===== src/rtl/particle_slab_collision_response_unit_macros.svh =====
`ifndef PARTICLE_SLAB_COLLISION_RESPONSE_UNIT_MACROS_SVH
`define PARTICLE_SLAB_COLLISION_RESPONSE_UNIT_MACROS_SVH

// same-cycle implication, checked outside reset
`define PSCR_ASSERT_IMP(lbl, ante, cons) \
  lbl: assert property (@(posedge clk) disable iff (rst) (ante) |-> (cons)) \
    else $error("pscr check failed");

// next-cycle implication, checked outside reset
`define PSCR_ASSERT_NXT(lbl, ante, cons) \
  lbl: assert property (@(posedge clk) disable iff (rst) (ante) |=> (cons)) \
    else $error("pscr check failed");

`endif


===== src/rtl/pscr_pkg.sv =====
`default_nettype none

package pscr_pkg;

  localparam int DIV_BITS = 62;
  localparam int CNT_W = $clog2(DIV_BITS);
  localparam logic [CNT_W-1:0] CNT_LAST = CNT_W'(DIV_BITS - 1);

  localparam logic [2:0] REG_HALF_SIDE  = 3'd0;
  localparam logic [2:0] REG_THICKNESS  = 3'd1;
  localparam logic [2:0] REG_POS_DAMP   = 3'd2;
  localparam logic [2:0] REG_ENERGY_DMP = 3'd3;
  localparam logic [2:0] REG_FRICTION   = 3'd4;
  localparam logic [2:0] REG_VEL_EPS    = 3'd5;

  typedef struct packed {
    logic [30:0] half_side;
    logic [30:0] thickness;
    logic [16:0] pos_damp;
    logic [16:0] energy_damp;
    logic [16:0] friction;
    logic [30:0] vel_eps;
  } cfg_t;

  typedef struct packed {
    logic load;
    logic prep;
    logic misc;
    logic div_step;
    logic fric_lo;
    logic fric_hi;
    logic finish;
  } cmd_t;

  typedef struct packed {
    logic back;
    logic div_done;
  } sts_t;

  function automatic logic [31:0] mag32(input logic signed [31:0] v);
    logic [31:0] u;
    u = v;
    return u[31] ? (~u + 32'd1) : u;
  endfunction

  function automatic logic signed [31:0] sat32(input logic signed [67:0] v);
    logic signed [31:0] r;
    if (v > 68'sd2147483647) r = 32'sh7fffffff;
    else if (v < -68'sd2147483648) r = 32'sh80000000;
    else r = v[31:0];
    return r;
  endfunction

endpackage

`default_nettype wire


===== src/rtl/pscr_ctrl.sv =====
`default_nettype none

module pscr_ctrl (
  input  logic           clk,
  input  logic           rst,
  input  logic           in_valid,
  output logic           in_ready,
  input  logic           out_free,
  input  pscr_pkg::sts_t sts,
  output pscr_pkg::cmd_t cmd
);
  import pscr_pkg::*;

  typedef enum logic [6:0] {
    ST_IDLE = 7'b0000001,
    ST_PREP = 7'b0000010,
    ST_MISC = 7'b0000100,
    ST_DIV  = 7'b0001000,
    ST_FLO  = 7'b0010000,
    ST_FHI  = 7'b0100000,
    ST_DONE = 7'b1000000
  } state_t;

  state_t state, state_next;

  always_ff @(posedge clk) begin
    if (rst) state <= ST_IDLE;
    else state <= state_next;
  end

  always_comb begin
    state_next = state;
    cmd = '0;
    unique case (state)
      ST_IDLE: begin
        cmd.load = in_valid;
        if (in_valid) state_next = ST_PREP;
      end
      ST_PREP: begin
        cmd.prep = 1'b1;
        state_next = ST_MISC;
      end
      ST_MISC: begin
        cmd.misc = 1'b1;
        state_next = sts.back ? ST_DIV : ST_DONE;
      end
      ST_DIV: begin
        cmd.div_step = 1'b1;
        if (sts.div_done) state_next = ST_FLO;
      end
      ST_FLO: begin
        cmd.fric_lo = 1'b1;
        state_next = ST_FHI;
      end
      ST_FHI: begin
        cmd.fric_hi = 1'b1;
        state_next = ST_DONE;
      end
      ST_DONE: begin
        cmd.finish = out_free;
        if (out_free) state_next = ST_IDLE;
      end
      default: state_next = ST_IDLE;
    endcase
  end

  assign in_ready = (state == ST_IDLE);

endmodule

`default_nettype wire


===== config.mk =====
export PLATFORM = sky130hd
export DESIGN_NAME = pscr_ctrl
export DESIGN_NICKNAME = d
export VERILOG_FILES = /design/src/rtl/particle_slab_collision_response_unit_macros.svh /design/src/rtl/pscr_pkg.sv /design/src/rtl/pscr_ctrl.sv
export SDC_FILE = /design/constraint.sdc
export NUM_CORES = 1
export LEC_CHECK = 0
export BUFFER_PORTS_ARGS = -buffer_cell sky130_fd_sc_hd__buf_2
export CAP_MARGIN = 20
export CORE_MARGIN = 4
export CORE_UTILIZATION = 25
export DETAILED_ROUTE_END_ITERATION = 8
export HOLD_SLACK_MARGIN = 0.12
export SYNTH_ARGS = -nofsm -noshare
export SYNTH_HDL_FRONTEND = slang
export SYNTH_SLANG_ARGS = --single-unit

===== constraint.sdc =====
create_clock -name clk -period 2.1 [get_ports clk]
set_clock_uncertainty 0.2 [all_clocks]
set_input_delay 0.315 -clock clk [delete_from_list [all_inputs] [get_ports clk]]
set_output_delay 0.315 -clock clk [all_outputs]
set_load 0.02 [all_outputs]

==> reports/qor.log <==
[outcome] outcome finished with violations
[outcome] violations in the final reports negative setup slack
[worst_setup_path] Max FO, Critical Path 4
[worst_setup_path] required time worst endpoint 1580 ps
[worst_hold_path] worst hold path type in -> reg
[worst_setup_path] Reg2Reg Launch Point state[1]
[synthesis] dominant cell type by area after synthesis dfxtp_1
[worst_setup_path] slowest library cell on the worst path or4_4
[cells_and_area] share of cells above drive strength 1 43.2%
[worst_setup_path] critical path launch point type flop
[worst_setup_path] Worst setup EP type output port
[floorplanning] area of the die 2420 µm²
[timing] count of final max-slew check failures 0
[cells_and_area] Largest register FFs 7
[synthesis] Cell variety after synth 25
[job] number of max-capacitance violations reported 0
[power_and_ir_drop] Peak supply drop 0.304 mV
[clocking] clock tree buffer depth 2
[timing] slew at the pin closest to its max-slew limit 327 ps
[place] number of placed cells counting well taps 79
[floorplanning] IO Pins 14
[worst_setup_path] kind of cell adding the most delay to the critical path simple AND/OR/NAND/NOR gates
[synthesis] syn nets 54
[worst_hold_path] hold path start out_free
[clocking] CTS sink cnt 7
[timing] Rel. slew slack 78.2%
[worst_setup_path] type of the worst setup path reg -> out
[global_route] global-route wire length before repair 1790 µm
[synthesis] register bit count reported by yosys 7
[power_and_ir_drop] power per cell area 972 nW/µm²
[drt] Post-DRT Antenna Nets 0
[clocking] Worst-Skew Late Latency 260 ps
[floorplanning] floorplan die width 49.2 µm
[cells_and_area] Most flops, register state
[clocking] register clock-pin slew on the reported worst setup and hold paths 50 ps
[drt] via count normalized by instance count 5.11
[cells_and_area] most common library cell in the layout ignoring fill and taps buf_4
[place] port bufs 13
[timing] portion of the clock cycle consumed by the worst path in the final layout 104%
[drt] # DRC 0
[drt] mean routed wirelength per cell 12.7 µm
[global_route] antenna violations before repair 0
[worst_setup_path] worst-case register-to-register setup slack 190 ps
[timing] count of final hold-check violations 0
[synthesis] mean instance size in the synthesized netlist 8.84 µm²
[floorplanning] area inside the core boundary 1560 µm²
[global_route] overflow left after global routing 0
[floorplanning] standard-cell rows 14
[cells_and_area] number of standard cells in the layout, taps in and fillers out 90
[place] weighted congestion reported at the end of routability-driven placement 0.794
[synthesis] cell types with the largest area share after synthesis dfxtp_1 33%, nor4b_4 11%, nor2_1 5.3%
[worst_hold_path] worst hold path depth 2
[drt] total via count after detailed routing 460
[power_and_ir_drop] leakage power figure 0.299 nW
[synthesis] synthesized cell area 424 µm²
[worst_setup_path] critical register-to-register path endpoint state[6]
[timing] setup slack of the critical path after layout -86.0 ps
[worst_setup_path] CP Cell Sequence or4_4 > nor4b_4 > buf_4
[global_route] pin count of the biggest net entering global routing 7
[clocking] cts bufs inserted 3
[worst_setup_path] endpoint arrival time on the critical path 1670 ps
[global_route] global-route usage over all layers 10.2%
[floorplanning] Initial Utilization 27.2%
[worst_hold_path] worst min-delay path endpoint state[5]
[timing] Final min period 2190 ps
[drt] number of detailed-route iterations in the first pass 4
[place] Placed Instance Area 524 µm²
[timing] setup-violating endpoint count in the final report 3
[drt] Iter 0 DRT Violations 9
[cells_and_area] most frequent cells in the layout 10 x buf_4, 9 x buf_2, 6 x nor2_1
[worst_setup_path] reg2reg path depth 5
[worst_setup_path] largest stage delay on the critical path 600 ps
[clocking] clock tree from TritonCTS built
[floorplanning] vertical extent of the die 49.2 µm
[place] DP Wirelength 802 µm
[worst_setup_path] combined buffer and inverter count along the critical path 1
[timing] peak clock frequency supported by timing 457 MHz
[cells_and_area] ant diodes 0
[synthesis] part of the Yosys area used for sequential elements 33.0%
[cells_and_area] Final Instance Area 649 µm²
[synthesis] count of synthesis-stage warnings from yosys 0
[global_route] via count of the first global-routing pass 409
[synthesis] Post-Syn Instances 48
[synthesis] area fraction of the dominant cell type after synthesis 33.0%
[cells_and_area] area added between synthesis and finish 53.1%
[clocking] clock root buffer clkbuf_4
[drt] final WL 1150 µm
[clocking] count of H-tree levels built during CTS 1
[cells_and_area] final-stage net count 81
[cells_and_area] largest registers ranked by flip-flop count state x7
[timing] setup repair after global routing missed its margin true
area by class of cell:
cell class,instances,area (µm²)
Fill cell,158,910
Clock buffer,4,26.3
Sequential cell,7,149
Timing Repair Buffer,22,150
Tap cell,16,20.0
Inverter,4,15.0
Multi-Input combinational cell,37,289
worst reg2reg max path: stages (launching register included):
cell and delay [ps]:
dfxtp_4 340, or4_4 600, nor4b_4 290, buf_4 150, and2b_1 130, o211a_1 140
per-stage QoR:
| step | worst slack [ps] | power, W | utilization, % | hold WS (ps) | TNS (ps) |
|---|---|---|---|---|---|
| floorplan | 121 | 0.000383 | - | 184 | 0 |
| global route | -142 | 0.000679 | 41.7 | 168 | -391 |
| detailed placement | 105 | 0.000462 | 33.6 | 298 | 0 |
| CTS | -84.6 | 0.000617 | 39.1 | 153 | -234 |
| global placement | 162 | 0.000459 | 33.6 | 293 | 0 |
| finish | -86.0 | 0.000631 | 41.7 | 163 | -226 |
metal layers:
layer	GRT usage (%)	up-vias	routed length, µm
met3	1.83	5	63
met5	0	-	0
met4	9.95	0	44
li1	-	229	-
met1	11.1	207	485
met2	16.1	19	553
worst max path at each step:
stage                   from  depth (start not counted)      to
floorplan           state[6]                          2  cmd[2]
global placement    state[6]                          3  cmd[2]
detailed placement  state[6]                          3  cmd[2]
CTS                 state[1]                          3  cmd[4]
global route        state[0]                          3  cmd[4]
finish              state[1]                          3  cmd[3]
cell usage after synthesis, drive strengths merged:
cell type  instances
a31oi              1
xor2               1
o211a              2
nor3b              1
nand2b             1
a21oi              1
nor2               6
o22ai              1
and2b              2
o21ai              5
nor4b              4
nand2              4
inv                4
or4                1
nor3               2
and3               1
dfxtp              7
nand4b             1
o211ai             1
xnor2              1
nor4               1
kinds of logic after synthesis:
family                 Yosys count  share of synthesized area [%]
buffers and inverters            4                           3.54
XOR/XNOR                         2                           4.13
AO/OA/AOI/OAI                   11                           16.5
AND/OR/NAND/NOR                 24                           42.8
flip-flops                       7                           33.0
repair_timing:
action / 4_1_cts / 5_1_grt
resized for setup: 7 / 5
buffers inserted: 1 / 3
pin swaps: 2 / 1
hold endpoints to repair: 2 / 0
endpoints found under the setup margin: 3 / 6
cloned: 0 / 0
hold buffers: 3 / 0
report_power, final:
part	switching, W	leakage, nW	total [W]	internal (W)
combinational	0.000180	0.225	0.000311	0.000131
sequential	0.0000336	0.0590	0.000195	0.000161
clock	0.0000526	0.0150	0.000125	0.0000727
total	0.000266	0.299	0.000631	0.000365
(Power assumes the default switching activity.)
